<file path="config.mk">
export PLATFORM = sky130hd
export DESIGN_NAME = dic_front
export DESIGN_NICKNAME = d
export VERILOG_FILES = /design/src/dic_pkg.sv /design/src/dic_front.sv
export SDC_FILE = /design/constraint.sdc
export NUM_CORES = 1
export LEC_CHECK = 0
export ABC_AREA = 1
export CORE_AREA = 4 4 41 43
export DETAILED_ROUTE_END_ITERATION = 8
export DIE_AREA = 0 0 45 47
export DONT_BUFFER_PORTS = 1
export GPL_ROUTABILITY_DRIVEN = 0
export MAX_ROUTING_LAYER = met4
export PLACE_DENSITY_LB_ADDON = 0.2
export SLEW_MARGIN = 20
export SYNTH_ARGS = -nofsm -noshare
export SYNTH_HDL_FRONTEND = slang
export SYNTH_SLANG_ARGS = --single-unit
</file>
<file path="constraint.sdc">
create_clock -name clk -period 1.63 [get_ports clk]
set_input_delay 0.326 -clock clk [delete_from_list [all_inputs] [get_ports clk]]
set_output_delay 0.326 -clock clk [all_outputs]
set_load 0.02 [all_outputs]
</file>
<file path="src/dic_pkg.sv">
// shared types and sizing constants for the distinct identifier counter
// no dependencies
package dic_pkg;

  localparam int MAX_NAMES    = 128;
  localparam int MAX_NAME_LEN = 32;

  localparam int LW   = $clog2(MAX_NAME_LEN + 1);
  localparam int LIW  = $clog2(MAX_NAME_LEN);
  localparam int EW   = $clog2(MAX_NAMES + 1);
  localparam int NIW  = $clog2(MAX_NAMES);
  localparam int CAW  = $clog2(MAX_NAMES * MAX_NAME_LEN);
  localparam int QDEPTH = 4;
  localparam int QPW  = $clog2(QDEPTH);

  typedef struct packed {
    logic [7:0] char_byte;
    logic       chunk_last;
  } in_t;

  typedef struct packed {
    logic [7:0]  chunk_distinct;
    logic [31:0] total_distinct;
    logic        table_full;
    logic        name_truncated;
  } out_t;

  typedef struct packed {
    logic [7:0] ch;
    logic       add;
    logic       start;
    logic       fin;
    logic       last;
  } cmd_t;

  typedef struct packed {
    logic full;
    logic empty;
  } qstat_t;

endpackage

</file>
<file path="src/dic_front.sv">
// front end: classifies bytes and tracks whether an identifier is open
// depends on dic_pkg
module dic_front import dic_pkg::*; (
  input  logic clk,
  input  logic rst,
  input  logic push,
  input  in_t  item,
  input  logic q_full,
  output logic full,
  output logic q_push,
  output cmd_t q_cmd
);

  logic in_name;
  logic alpha, digit, add, fin;
  logic [7:0] lower;

  always_comb begin
    lower = item.char_byte | 8'h20;
    alpha = (lower >= 8'h61) && (lower <= 8'h7a);
    digit = (item.char_byte >= 8'h30) && (item.char_byte <= 8'h39);
    add   = in_name ? (alpha || digit) : alpha;
    // open name ends on a separator, or at chunk end once this byte is taken
    fin   = (in_name && !(alpha || digit)) || (item.chunk_last && add);
    q_cmd.ch    = item.char_byte;
    q_cmd.add   = add;
    q_cmd.start = !in_name && alpha;
    q_cmd.fin   = fin;
    q_cmd.last  = item.chunk_last;
  end

  assign full   = q_full;
  assign q_push = push && !q_full && (add || fin || item.chunk_last);

  always_ff @(posedge clk) begin
    if (rst) begin
      in_name <= 1'b0;
    end else if (push && !q_full) begin
      in_name <= add && !fin;
    end
  end

endmodule

</file>
Word-level counts from Yosys, hierarchy flattened:

Cells that the tools add are included.

* output and inout port bits: 14
* register bits: 1
* bits of input ports: 13
* word-level logic and storage cells: 22

* reduce and logical (&&, ||, !) cells: 16
* order comparisons: 4
* multiplexer cells: 1

Operator list (count)
* $ge 8x6->1 const B: 1
* $ge 8x7->1 const B: 1
* $le 8x6->1 const B: 1
* $le 8x7->1 const B: 1
* $logic_and 1x1->1: 8
* $logic_not 1->1: 4
* $logic_or 1x1->1: 4
* $mux 1: 1

Longest topological paths before layout:

Gate-level depths: netlist of the first run.

* depth in word-level cells: 9
* gate-level depth with buffers: 7
* gate-level depth less buffers: 7

Worst setup path before layout of the first run:

No wires, ideal clock.

* path type: input port to output port
* start: in item[3] (netlist name)
* end: out q_cmd[1] (netlist name)
* arrival time: 946 ps
* setup slack: 358 ps
* cell stages on the path: 7
* cells stage by stage: inv_1 > nand2_1 > nand2_1 > nand3_2 > nand2_1 > a21boi_1 > buf_4

* longest elaborated chain between the ends: 6
* elaborated cells between the ends (all ways): 12

Ends and longest elaborated chain
* start, declared: line dic_front.sv:7 `input in_t item,`
* $ge 8x7->1, or another cell as far along: line dic_front.sv:20 `alpha = (lower >= 8'h61) && (lower <= 8'h7a);`
* $logic_and 1x1->1 (on tied branches): line dic_front.sv:20, dic_front.sv:21
* $logic_or 1x1->1: line dic_front.sv:22, dic_front.sv:24
* $mux 1 / $logic_not 1->1 (equally long branches): line dic_front.sv:22, dic_front.sv:24
* $logic_and 1x1->1: line dic_front.sv:24 `fin = (in_name && !(alpha || digit)) || (item.chunk_last && add);`
* $logic_or 1x1->1 (*): line dic_front.sv:24
* end, declared: line dic_front.sv:11 `output cmd_t q_cmd`

Mark *: on every way between the ends. The rest lies on a longest branch, timed or not.

==> impl_metrics.csv, run 1 <==
group,metric,value,unit
floorplan,fp.dieH,47,µm
routing,vias,194,
cells_and_area,design.final.nets,50,
clocking,path_clk_slew,0,ps
cells_and_area,num_antenna_cells,0,
critical_path,crit_fanout,4,
floorplan,die_w,45,µm
routing,drt_iter0_markers,1,
pwr,power_switching,0.02897,mW
cells_and_area,largest-register,"in_name",
synthesis,netlist_instances,46,
routing,wl_per_cell,9.920,µm
timing,tns,0,ps
critical_path,r2r-end,"in_name",
timing,fin_crit,1334,ps
cells_and_area,drive_gt1_frac,0.2286,
timing,tightest_slew,406.7,ps
routing,drtAntennaViolNets,0,
synthesis,avgSynthCellArea,5.957,µm²
cells_and_area,largest_reg_flops,1,
timing,fmax,749.8,MHz
pwr,power_density,335.4,mW/mm²
routing,firstDrtPassIters,2,
timing,rsz0062_at_grt,"no",
placed_design,place_ws,265.2,ps
worst_hold_path,hold-path-endpoint,"in_name",
global_route,grt_pass1_vias,205,
routing,remaining_drc_errors,0,
timing,skew,0,ps
timing,fin_ws,296.4,ps
synthesis,ys_seq_elements,1,
clocking,ctsHoldBuffers,0,
pwr,internal_power,0.04154,mW
synthesis,syn_area,274.0,µm²
cells_and_area,layout_commonest_cell,"nand2_1",
timing,drv_slew,0,
timing,hold_violations,0,
timing,fin_crit_sh,0.8182,
timing,relSlewSlack,0.7279,
routing,wirelength,496,µm
cells_and_area,syn2layout_area_growth,-23.29,%
critical_path,r2r_slack,790,ps
critical_path,crit_path_start_kind,"primary input",
synthesis,yosysTopAreaCellShare,0.3288,
critical_path,cp-end-kind,"output pin",
pwr,peakVddDrop,48.30,µV
worst_hold_path,min_path_type,"primary input to flop",
floorplan,pin_count,27,
global_route,grt_use_total,0.05126,
cells_and_area,largestRegisters,"in_name: 1 flops",
critical_path,r2r_start,"in_name",
timing,setup_viol,0,
critical_path,required,1300,ps
routing,avgViaCountPerCell,3.880,
placed_design,post-dp-hpwl,475.3,µm
floorplan,rows,13,
worst_hold_path,min-delay-start,"rst",
global_route,grt_max_degree,5,
pwr,pwr-share-clk,0,
global_route,grt-ovfl-total,0,
pwr,leakagePower,0.1190,nW
run_status,status,"complete, no violations",
synthesis,ys_types,14,
pwr,comb_power_share,0.601,
critical_path,reg2reg_depth,4,
clocking,post_cts_buffers,0,
synthesis,ys_warn_count,0,
global_route,grt_pass1_wl,814,µm
floorplan,initial_core_util,0.2106,
pwr,p_sw_frac,0.4109,
synthesis,syn_nets,59,
floorplan,core,0.001301,mm²
clocking,cts-resized-gates,0,
floorplan,die_area,0.002115,mm²
worst_hold_path,hold_depth,2,
critical_path,crit_arrival,1010,ps
synthesis,ys_seq_area_frac,0.07306,
critical_path,worstSetupPathType,"primary input to output pin",
flow_run,drv_cap,0,
synthesis,yosysTopAreaCell,"buf_4",
placed_design,numPortBuffers,0,
global_route,antenna_found_initial,0,
pwr,p_seq_frac,0.399,
synthesis,synth_area_leaders,"buf_4 33%, nand2_1 12%, inv_1 11%",
cells_and_area,layout_common_cells,"9 x nand2_1, 8 x inv_1, 5 x nor2_1",
clocking,worstSkewPairLatency,0,ps
==> how the worst max path moves through the flow <==
stage | to | slack [ps] | from | cells after the start
2_1_floorplan | q_cmd[1] | 360 | item[3] | 7
3_3_place_gp | q_cmd[1] | 250 | item[7] | 6
3_5_place_dp | q_cmd[1] | 270 | item[7] | 6
4_1_cts | q_cmd[1] | 260 | item[7] | 6
5_1_grt | q_cmd[1] | 170 | item[1] | 7
6_report | q_cmd[1] | 300 | item[7] | 6
==> cell families (layout without fill, tap and decap cells) <==
family / after synthesis / count (layout) / share of synthesized area
and+or+nand+nor: 20 / 20 / 0.3516
buffers and inverters: 20 / 9 / 0.4384
AOI/OAI and AO/OA: 5 / 5 / 0.1370
DFF: 1 / 1 / 0.07306
==> Yosys cell counts <==
cell type,number
o21ai_1,1
buf_4,12
o21bai_1,1
nand3_2,2
o21ai_2,1
nand2_2,2
nor2_1,5
inv_1,8
a21boi_1,1
dfxtp_1,1
nor2_2,1
nand3_1,1
a21oi_2,1
nand2_1,9
==> stage by stage <==
step / cell area (µm²) / utilization / total power [mW] / hold WS (ps) / instances
floorplan: 274.0 / - / 0.1044 / 504.2 / 46
global placement: 210.2 / 0.1615 / 0.07196 / 511.7 / 50
detailed placement: 210.2 / 0.1615 / 0.07182 / 513.2 / 50
CTS: 210.2 / 0.1615 / 0.07190 / 511.1 / 50
global route: 210.2 / 0.1615 / 0.07745 / 536.5 / 50
finish: 210.2 / 0.1615 / 0.07051 / 510.4 / 50
==> worst max-delay path, stage by stage <==
cell	delay, ps
inv_1	30
nor2_1	120
nand3_2	130
nand2_1	90
a21boi_1	150
buf_4	150
==> power groups by stage <==
stage          registers (mW)  clock network (mW)  logic [mW]
2_1_floorplan          0.0278                   0      0.0766
3_3_place_gp           0.0285                   0      0.0435
3_5_place_dp           0.0283                   0      0.0436
4_1_cts                0.0283                   0      0.0436
5_1_grt                0.0286                   0      0.0489
6_report               0.0282                   0      0.0423
==> metal layers <==
metal	vias up	part of all wire	global-route usage
met3	0	0.13	0.01916
met5	-	0	-
met1	82	0.38	0.06772
met2	8	0.49	0.07910
li1	104	-	-
met4	0	0	0
==> final cells by class <==
cell class,instances,area [µm²]
inverters,8,30.03
flip-flops and latches,1,20.02
fillers,165,1091
multi-input cells,25,133.9
well taps,15,18.77
repair buffers,1,7.507
Note: power is estimated with default switching activity, not from simulation.
==> run 2: changes to the inputs <==
==> constraint.sdc (replaced) <==
create_clock -name clk -period 1.4 [get_ports clk]
set_input_delay 0.28 -clock clk [delete_from_list [all_inputs] [get_ports clk]]
set_output_delay 0.28 -clock clk [all_outputs]
set_load 0.02 [all_outputs]
==> impl_metrics.csv, run 2 (synthesized netlist as in run 1, its figures left out) <==
group,metric,value,unit
global_route,grt_max_degree,5,
placed_design,numPortBuffers,0,
global_route,grt_pass1_vias,175,
critical_path,crit_arrival,960,ps
floorplan,pin_count,27,
timing,drv_slew,0,
cells_and_area,drive_gt1_frac,0.2778,
pwr,leakagePower,0.1247,nW
cells_and_area,ff_latch_area,20.02,µm²
cells_and_area,largest-register,"in_name",
timing,setup_viol,0,
timing,fin_crit,1243,ps
pwr,p_seq_frac,0.382,
pwr,power_density,389.4,mW/mm²
critical_path,worstSetupPathType,"primary input to output pin",
critical_path,required,1120,ps
cells_and_area,fillers,173,
global_route,grt-ovfl-total,0,
timing,tightest_slew,208.1,ps
critical_path,r2r_slack,550,ps
cells_and_area,num_antenna_cells,0,
pwr,comb_power_share,0.618,
clocking,path_clk_slew,0,ps
cells_and_area,layout_common_cells,"9 x nand2_1, 8 x inv_1, 5 x nor2_1",
routing,avgViaCountPerCell,3.804,
cells_and_area,layout_commonest_cell,"nand2_1",
timing,hold_violations,0,
flow_run,drv_cap,0,
routing,vias,194,
cells_and_area,syn2layout_area_growth,-19.18,%
timing,tns,0,ps
global_route,grt_pass1_wl,793,µm
run_status,status,"complete, no violations",
critical_path,cp-end-kind,"output pin",
floorplan,core,0.001301,mm²
cells_and_area,largest_reg_flops,1,
cells_and_area,design.final.nets,51,
pwr,pwr-share-clk,0,
timing,fmax,804.5,MHz
clocking,post_cts_buffers,0,
timing,rsz0062_at_grt,"no",
floorplan,initial_core_util,0.2106,
routing,firstDrtPassIters,2,
cells_and_area,multiInputGateArea,137.6,µm²
routing,drt_iter0_markers,6,
routing,remaining_drc_errors,0,
floorplan,die_w,45,µm
global_route,antenna_found_initial,0,
clocking,worstSkewPairLatency,0,ps
worst_hold_path,min_path_type,"primary input to flop",
floorplan,die_area,0.002115,mm²
timing,relSlewSlack,0.8607,
timing,skew,0,ps
routing,wl_per_cell,9.765,µm
floorplan,rows,13,
timing,fin_crit_sh,0.8879,
global_route,grt_use_total,0.04963,
floorplan,fp.dieH,47,µm
cells_and_area,largestRegisters,"in_name: 1 flops",
pwr,p_sw_frac,0.4044,
placed_design,post-dp-hpwl,471.5,µm
pwr,peakVddDrop,67.62,µV
pwr,power_switching,0.03487,mW
critical_path,crit_path_start_kind,"primary input",
routing,drtAntennaViolNets,0,
pwr,internal_power,0.05136,mW
clocking,ctsHoldBuffers,0,
routing,wirelength,498,µm
pwr,p_total,0.08623,mW
critical_path,crit_fanout,4,
-- run 2: cell count changes in the layout (fill, tap and decap cells not counted) --
cell and change:
a21boi_1 -1, a21boi_2 +1, buf_4 +1
-- run 2: routing by layer --
metal | routed length [µm] | global-route usage | vias up
li1 | - | - | 107
met1 | 186 | 0.06998 | 78
met2 | 240 | 0.07062 | 9
met3 | 72 | 0.01916 | 0
met4 | 0 | 0 | 0
met5 | 0 | - | -
-- run 2: through the flow --
| stage | instances | worst slack, ps | utilization | instance area (µm²) | hold WS, ps |
|---|---|---|---|---|---|
| global route | 51 | 33.64 | 0.1702 | 221.5 | 489.5 |
| detailed placement | 51 | 122.9 | 0.1673 | 217.7 | 468.0 |
| finish | 51 | 156.9 | 0.1702 | 221.5 | 464.3 |
| floorplan | 46 | 219.7 | - | 274.0 | 458.2 |
| global placement | 51 | 124.7 | 0.1673 | 217.7 | 465.3 |
| CTS | 51 | 114.3 | 0.1673 | 217.7 | 465.4 |
-- run 2: power groups by stage --
| stage | combinational (mW) | sequential, mW | clock [mW] |
|---|---|---|---|
| after floorplan | 0.0891 | 0.0324 | 0 |
| after global placement | 0.0527 | 0.0331 | 0 |
| after detailed placement | 0.0530 | 0.0329 | 0 |
| after CTS | 0.0531 | 0.0329 | 0 |
| after global routing | 0.0603 | 0.0332 | 0 |
| final | 0.0533 | 0.0329 | 0 |
-- run 2: path summary, 6_finish.rpt --
check,cells after the start,from,endpoint
worst max register to register,4,in_name,in_name
worst max-delay path,7,item[3],q_cmd[1]
worst min register to register,2,in_name,in_name
worst min-delay path,2,rst,in_name
-- run 2: what timing repair did --
| item | CTS | global route |
|---|---|---|
| endpoints found under the setup margin | 0 | 1 |
| hold endpoints to repair | 0 | 0 |
| gates resized for setup | 0 | 1 |
-- run 2: critical path, cell delays in order --
cell,delay (ps)
inv_1,50
nand2_1,60
nand2_1,60
nand3_2,110
nand2_1,100
a21boi_2,150
buf_4,150
-- run 2: cell type report --
cell class,count,share of cell area
multi-input cells,25,0.6215
inverters,8,0.1356
flip-flops and latches,1,0.09040
well taps,15,0.08475
repair buffers,2,0.06780
