<file path="config.mk">
export PLATFORM = sky130hd
export DESIGN_NAME = dic_cmdq
export DESIGN_NICKNAME = d
export VERILOG_FILES = /design/src/dic_pkg.sv /design/src/dic_cmdq.sv
export SDC_FILE = /design/constraint.sdc
export NUM_CORES = 1
export LEC_CHECK = 0
export BUFFER_PORTS_ARGS = -buffer_cell sky130_fd_sc_hd__buf_4
export CAP_MARGIN = 20
export CORE_MARGIN = 3
export CORE_UTILIZATION = 45
export DETAILED_ROUTE_END_ITERATION = 7
export GPL_TIMING_DRIVEN = 1
export PLACE_DENSITY_LB_ADDON = 0.12
export SLEW_MARGIN = 40
export SYNTH_ARGS = -nofsm -noshare
export SYNTH_HDL_FRONTEND = slang
export SYNTH_SLANG_ARGS = --single-unit
</file>
<file path="constraint.sdc">
create_clock -name clk -period 2.77 [get_ports clk]
set_input_delay 0.4155 -clock clk [delete_from_list [all_inputs] [get_ports clk]]
set_output_delay 0.4155 -clock clk [all_outputs]
set_load 0.02 [all_outputs]
</file>
<file path="src/dic_pkg.sv">
// shared types and sizing constants for the distinct identifier counter
// no dependencies
package dic_pkg;

  localparam int MAX_NAMES    = 128;
  localparam int MAX_NAME_LEN = 32;

  localparam int LW   = $clog2(MAX_NAME_LEN + 1);
  localparam int LIW  = $clog2(MAX_NAME_LEN);
  localparam int EW   = $clog2(MAX_NAMES + 1);
  localparam int NIW  = $clog2(MAX_NAMES);
  localparam int CAW  = $clog2(MAX_NAMES * MAX_NAME_LEN);
  localparam int QDEPTH = 4;
  localparam int QPW  = $clog2(QDEPTH);

  typedef struct packed {
    logic [7:0] char_byte;
    logic       chunk_last;
  } in_t;

  typedef struct packed {
    logic [7:0]  chunk_distinct;
    logic [31:0] total_distinct;
    logic        table_full;
    logic        name_truncated;
  } out_t;

  typedef struct packed {
    logic [7:0] ch;
    logic       add;
    logic       start;
    logic       fin;
    logic       last;
  } cmd_t;

  typedef struct packed {
    logic full;
    logic empty;
  } qstat_t;

endpackage

</file>
<file path="src/dic_cmdq.sv">
// short command queue between front and back
// depends on dic_pkg
module dic_cmdq import dic_pkg::*; (
  input  logic   clk,
  input  logic   rst,
  input  logic   wr,
  input  cmd_t   wdata,
  input  logic   rd,
  output cmd_t   rdata,
  output qstat_t stat
);

  cmd_t           slots [QDEPTH];
  logic [QPW-1:0] wptr, rptr;
  logic [QPW:0]   count;

  assign stat.full  = (count == (QPW+1)'(QDEPTH));
  assign stat.empty = (count == '0);
  assign rdata = slots[rptr];

  always_ff @(posedge clk) begin
    if (rst) begin
      wptr  <= '0;
      rptr  <= '0;
      count <= '0;
    end else begin
      if (wr && !stat.full) begin
        slots[wptr] <= wdata;
        wptr <= wptr + 1'b1;
      end
      if (rd && !stat.empty) begin
        rptr <= rptr + 1'b1;
      end
      count <= count + (QPW+1)'(wr && !stat.full) - (QPW+1)'(rd && !stat.empty);
    end
  end

endmodule

</file>
## Yosys cells after proc, flatten, opt, wreduce, memory -nomap -nowiden

Memory sizes are Yosys's and may differ from the RTL's. A register that Yosys moved wholly into a read port is not among the register bits.
Cells that the tools add are included.

- Add/sub/neg operators: 4
- Equality and inequality tests: 1
- Mux-type cells: 5
- Reduce and logical (&&, ||, !) cells: 5

Operators by type and width:

| kind | count |
|---|---|
| 2-bit by 1-bit adder with 2-bit output, second input constant | 2 |
| 2-bit 2-to-1 mux | 2 |
| 3-bit by 1-bit adder with 3-bit output | 1 |
| 3-bit equality test, second input constant | 1 |
| 3-bit logical NOT | 1 |
| 1-bit 2-to-1 mux | 3 |
| 3-bit by 1-bit subtractor with 3-bit output | 1 |
| 1-bit logical AND | 2 |
| 1-bit logical NOT | 2 |

- Bits in registers: 7
- Memory bits (writable): 48
- Bits of input ports: 16
- Word-level logic and storage cells: 19
- Memories: 1

Memories:

| name | depth | bits a word | read ports | clocked after Yosys merged registers in | write ports | RTL line | RTL |
|---|---|---|---|---|---|---|---|
| slots | 4 | 12 | 1 | 1 | 1 | dic_cmdq.sv:13 | `cmd_t slots [QDEPTH];` |

## Depth between registers and ports, before layout

Gate-level depths: netlist of run 1.

- Word-level depth: 6
- Depth in mapped cells: 10

## Worst setup path before layout of run 1

Ideal clock, no wire load.

- Kind: flip-flop to flip-flop
- Start point: register count[2]
- End point: register count[2]
- Arrival: 2089 ps
- Data required time: 2642 ps
- Setup slack: 553 ps
- Cell stages (with the launch flop): 11
- Path through: dfxtp_1 > nor3b_2 > nand2b_1 > buf_6 > ha_1 > inv_1 > ha_1 > fa_1 > xnor2_1 > xnor2_1 > nor2_1

RTL lines:

| item | RTL line | RTL |
|---|---|---|
| from (decl) | dic_cmdq.sv:15 | `logic [QPW:0] count;` |
| from (signal assigned) | dic_cmdq.sv:34 | `count <= count + (QPW+1)'(wr && !stat.full) - (QPW+1)'(rd && !stat.empty);` |

## Worst setup path in the final report of run 1

- Start point: register count[2]
- End point: register count[2]

- Cells in the longest elaborated chain, start to end: 5
- Elaborated cells between the ends (all ways): 8
- Classes of those cells: add/sub: 2; eq/ne: 1; reduce/logical: 5

Ends and longest elaborated chain:

| item | RTL line | RTL |
|---|---|---|
| 3-bit equality test | dic_cmdq.sv:17 | `assign stat.full = (count == (QPW+1)'(QDEPTH));` |
| 1-bit logical NOT | dic_cmdq.sv:34 |  |
| 1-bit logical AND | dic_cmdq.sv:34 |  |
| 3-bit by 1-bit adder with 3-bit output | dic_cmdq.sv:34 |  |
| 3-bit by 1-bit subtractor with 3-bit output * | dic_cmdq.sv:34 |  |

Mark *: on every way between the ends. The rest lies on a longest branch, timed or not.
A chain may end at the register's enable or synchronous reset.

==> metrics.cfg, run 1 <==
[sta]
fin_crit_sh = 0.834
finalSetupTns_ns = 0
hold_violations = 0
clock.fmax_ghz = 0.433
slew_violations = 0
relSlewSlack = 0.620
finalSetupViolations = 0
rsz0062_at_grt = false
finalCriticalPeriod_ns = 2.31
tightest_slew_ns = 0.569
skew_ns = 0.00623

[worst_setup_path]
crit_chain = nor3b_2 -> nand2b_1 -> ha_1 -> inv_1 -> ha_1 -> fa_1 -> xnor2_1 -> xnor2_1 -> nor2_1
endpoint_kind = register
critPathKind = register to register
cp_top_family = adder cells
crit_fanout = 6
critPathBufInv = 1
startpoint_type = register
required_ns = 2.99
worst-r2r-cell-count = 9
r2r_slack_ns = 0.46
cpPeakStageDelay_ns = 0.40
crit_slowest_cell = dfxtp_1
rr_endpoint = count[2]
cp.arrival_ns = 2.53
worstReg2RegStart = count[2]

[clocking]
clock_path_buffers = 2
path_clk_slew_ns = 0.07
cts_made_buffers = 9
cts_hold_buf = 0
cts_resized = 0
cts-root-buf = clkbuf_8
cts_max_level = 3
post_cts_buffers = 0
cts_num_sinks = 57
cts_tree = yes
clock_latency_ns = 0.33

[logic_synthesis]
syn_area_per_cell_sq_um = 19.9
synth_seq_area_share = 0.721
synth_seq_cells = 57
synth_flop_cell = edfxtp_1
post_synth_fa_ha_maj_area_fraction = 0.0423
synth_edf_count = 48
syn_inst = 113
ys_warn_count = 0
syn_nets = 136
synthSimpleGateAreaFrac = 0.0495
synth.area.mux_share = 0.138
synth_top_family_by_area = multiplexers
synth_area_sq_um = 2250
synthXorXnorAreaFrac = 0.0117
synth_compound_area_frac = 0.0122
ys_types = 24
synthArstFlopShare = 0

[global_routing]
grt_pass1_wl_um = 5910
gr-max-usage-layer = met2
grt_pass1_vias = 1162
grt_use_met2 = 0.226
gr-total-overflow = 0
grt_max_degree = 14
antenna_found_initial = 0
met1_usage = 0.160
grt_use_total = 0.141
gr-usage-met3 = 0.0634

[detailed_routing]
drt-initial-drc-count = 79
wirelength_um = 3710
drt.antenna.violating_nets = 0
vias = 1102
wl_per_cell_um = 16.4
via_per_inst = 4.88
first_pass_iters = 4
drc_errors = 0

[power_and_ir_drop]
powerDensity_nw_per_um2 = 921
fin_total_pwr_w = 0.00260
p_leak_nw = 1.03
ir_drop_uv = 446

[finish]
stdcell_count = 226
syn2layout_area_growth_pct = 25.3
antenna_cells = 0
multi_input_area_sq_um = 591
fillers = 372
final_cell_mix = edfxtp_1 (48), buf_4 (34), dfxtp_1 (9), clkbuf_8 (9), mux4_1 (8)
layout_commonest_cell = edfxtp_1
nNetsFinal = 177
final_util = 0.589
drive_above_1_share = 0.377
area.sequential_sq_um = 1620
fin_area_sq_um = 2820

[floorplan]
core_area_sq_um = 4790
die_h_um = 76.7
initial_core_util = 0.470
rows = 25
ioPinCount = 30
die-area_sq_um = 5880
die_w_um = 76.7

[placement]
portBuffers = 29
place_inst = 210
globalplace.congestion = 0.709
placed_area_sq_um = 2580
dp_hpwl_um = 2360

[run_status]
status = finished clean

[run]
cap_viol_max_count = 0

[worst_hold_path]
holdPathStages = 1
holdCritStartpoint = wdata[9]
min_to = slots[0][9]
hp-class = input pin to register

==> power breakdown <==
group,internal [W],leakage [nW],switching [W]
Sequential,0.00101,0.509,0.0000665
Combinational,0.000304,0.397,0.000294
Clock,0.000598,0.124,0.000328
==> Yosys cell counts (2+ instances only) <==
cell      count  share of area
or3_1         2         0.0056
dfxtp_1       9          0.080
a21oi_1       2         0.0044
buf_6         2          0.010
edfxtp_1     48           0.64
inv_1         7          0.012
nor3b_1       4          0.013
o21ai_0       2         0.0044
mux4_2        4          0.040
nor2_1        3         0.0050
nand2b_1      3         0.0083
ha_1          6          0.033
mux4_1        8          0.093
nor2b_1       2         0.0056
xnor2_1       2         0.0078
==> cells by family after synthesis <==
kind of cell | after synthesis
buffers and inverters | 11
AOI/OAI and AO/OA | 5
muxes | 13
xor gates and xnor gates | 3
DFF | 57
adders and majority gates | 7
and+or+nand+nor | 17
==> worst max-delay path by stage <==
stage	cells past startpoint	startpoint	end	slack, ns
floorplan	10	count[2]	count[2]	0.55
global placement	9	count[2]	count[2]	0.61
detailed placement	9	count[2]	count[2]	0.47
CTS	3	register	rdata[4]	0.42
global route	9	count[2]	count[2]	0.25
finish	9	count[2]	count[2]	0.46
==> worst register-to-register path: cells and delay by family (launching register included) <==
kind                       cells  cell delay, ns
buffers and inverters          1            0.04
xor gates and xnor gates       2            0.33
adders and majority gates      3            0.73
and+or+nand+nor                3            0.70
DFF                            1            0.40
==> cell type report <==
type                            count  area share
Sequential cell                    57       0.575
Timing Repair Buffer               34      0.0905
Clock buffer                        9      0.0439
Multi-Input combinational cell     45       0.209
Inverter                            7     0.00932
Clock inverter                      7      0.0417
Tap cell                           67      0.0297
==> through the flow <==
stage	hold WS [ns]	setup slack, ns
after floorplan	0.459	0.553
after global placement	0.475	0.610
after detailed placement	0.502	0.465
after CTS	0.262	0.416
after global routing	0.261	0.247
final	0.282	0.461
==> layer usage <==
metal	vias up	wire length [um]
met5	-	0
met4	0	53
met3	7	187
met2	27	1890
met1	542	1580
li1	526	-
==> state kept, by name, summed over array words and instances (netlist names), named ones only <==
name / count
slots: 48
count: 3
rptr: 2
wptr: 2
Power figures use the tool's default switching activity.
==> run 2, diff against run 1 <==
==> constraint.sdc (replaced) <==
create_clock -name clk -period 2 [get_ports clk]
set_input_delay 0.3 -clock clk [delete_from_list [all_inputs] [get_ports clk]]
set_output_delay 0.3 -clock clk [all_outputs]
set_load 0.02 [all_outputs]
==> run 2 against run 1 <==
Net effect:
- the flow now finishes with violations (setup timing)
- design area increased by 2.0%
- largest power group unchanged
- clock power up 19%
- core utilization grew 1.2 points
- critical path depth unchanged
- sequential share of layout area fell by 1.0 points
- global-route usage grew 0.92 points
==> metrics.cfg, run 2 (same netlist as run 1, synthesis figures left out) <==
[worst_setup_path]
required_ns = 2.21
startpoint_type = register
worstReg2RegStart = count[0]
cp.arrival_ns = 2.22
path_common_cell = inv_1
crit_slowest_cell = dfxtp_2
cpPeakStageDelay_ns = 0.35
crit_fanout = 4
r2r_slack_ns = -0.005
critPathBufInv = 2
endpoint_kind = register
crit_chain = o31ai_2 -> inv_1 -> ha_1 -> inv_1 -> ha_2 -> fa_2 -> xnor2_2 -> xnor2_1 -> nor2_1
cp_top_family = adder cells
critPathKind = register to register
worst-r2r-cell-count = 9
rr_endpoint = count[2]

[floorplan]
ioPinCount = 30
initial_core_util = 0.470
die_h_um = 76.7
die_w_um = 76.7
rows = 25
core_area_sq_um = 4790
die-area_sq_um = 5880

[finish]
drive_above_1_share = 0.436
regMostFlops = slots
layout_commonest_cell = edfxtp_1
syn2layout_area_growth_pct = 27.9
final_cell_mix = edfxtp_1 (48), buf_4 (38), clkbuf_8 (12)
stdcell_count = 232
top_regs = slots x48, count x3
final_util = 0.601
fin_area_sq_um = 2880
nNetsFinal = 183
largest_register_ffs = 48
antenna_cells = 0

[worst_hold_path]
min_to = slots[1][7]
holdCritStartpoint = wdata[7]
hp-class = input pin to register
holdPathStages = 1

[power_and_ir_drop]
p_clk_frac = 0.311
comb_power_share = 0.274
p_switching_w = 0.000952
ir_drop_uv = 672
seqPwrFrac = 0.415
powerDensity_nw_per_um2 = 1230
p_leak_nw = 1.05
swShare = 0.270
intPower_w = 0.00257

[detailed_routing]
first_pass_iters = 3
wirelength_um = 3900
via_per_inst = 4.88
wl_per_cell_um = 16.8
vias = 1132
drt-initial-drc-count = 52
drc_errors = 0
drt.antenna.violating_nets = 0

[clocking]
clock_path_buffers = 2
cts_tree = yes
path_clk_slew_ns = 0.06
cts-root-buf = clkbuf_8
cts_num_sinks = 57
cts_hold_buf = 0
cts_max_level = 3
clock_latency_ns = 0.32
cts_made_buffers = 9

[sta]
finalSetupViolations = 1
clock.fmax_ghz = 0.499
fin_crit_sh = 1.00
tightest_slew_ns = 0.224
rsz0062_at_grt = true
finalSetupTns_ns = -0.00470
finalCriticalPeriod_ns = 2.00
relSlewSlack = 0.850
slew_violations = 0
skew_ns = 0.00541
layout_setup_ws_ns = -0.00470
hold_violations = 0

[global_routing]
grt_use_total = 0.150
grt_max_degree = 14
grt_pass1_wl_um = 6330
gr-total-overflow = 0
antenna_found_initial = 0
grt_pass1_vias = 1200

[placement]
dp_hpwl_um = 2590
placed_area_sq_um = 2630
globalplace.congestion = 0.745
portBuffers = 29
place_inst = 215

[run_status]
violations = setup timing
status = complete, but fails checks

[run]
cap_viol_max_count = 0

run 2: cell types whose count changed in the layout (fill, tap and decap cells not counted), moves of 2 or more:
cell	change
buf_4	+4
clkbuf_8	+3
dfxtp_2	+3
dfxtp_1	-3
bufinv_16	-2
run 2: final cells by class:
type,count,area (sq um)
Sequential cell,57,1630
Clock inverter,3,38.8
Clock buffer,13,169
Multi-Input combinational cell,45,622
Tap cell,67,83.8
Inverter,7,26.3
Fill cell,365,1910
Timing Repair Buffer,40,312
run 2: timing repair:
action | in CTS | in global routing
setup endpoints to repair | 2 | 3
setup buffers | 0 | 1
gates resized for setup | 6 | 1
run 2: worst max-delay path by stage:
stage / from / cells past startpoint / to
2_1_floorplan: count[2] / 4 / slots[2][0]
3_3_place_gp: count[0] / 9 / count[2]
3_5_place_dp: count[0] / 9 / count[2]
4_1_cts: count[0] / 9 / count[2]
5_1_grt: count[0] / 9 / count[2]
6_report: count[0] / 9 / count[2]
run 2: stage by stage:
| step | hold slack [ns] | worst slack [ns] | power [W] |
|---|---|---|---|
| finish | 0.174 | -0.00470 | 0.00353 |
| CTS | 0.161 | -0.0171 | 0.00355 |
| global placement | 0.471 | -0.0112 | 0.00238 |
| floorplan | 0.364 | -0.129 | 0.00207 |
| global route | 0.159 | -0.126 | 0.00371 |
| detailed placement | 0.495 | -0.145 | 0.00242 |
run 2: layer usage:
layer | vias up | share of wire | global-route usage | routed length, um
li1 | 539 | - | - | -
met1 | 558 | 0.45 | 0.186 | 1750
met2 | 26 | 0.49 | 0.232 | 1910
met3 | 9 | 0.040 | 0.0505 | 154
met4 | 0 | 0.021 | 0.0815 | 82
met5 | - | 0 | 0 | 0
run 2: worst reg2reg max path: cells and delay by family, from the launching register on:
family          cells  cell delay [ns]
compound gates      1             0.25
fa+ha+maj           3             0.81
simple gates        1             0.06
flops               1             0.35
buf+inv             2             0.12
xor+xnor            2             0.32
run 2: power by group through the flow:
stage	Clock, W	Sequential (W)	Combinational (W)
floorplan	0	0.00148	0.000589
global placement	0	0.00147	0.000912
detailed placement	0	0.00148	0.000944
CTS	0.00111	0.00146	0.000974
global route	0.00118	0.00147	0.00105
finish	0.00110	0.00146	0.000968
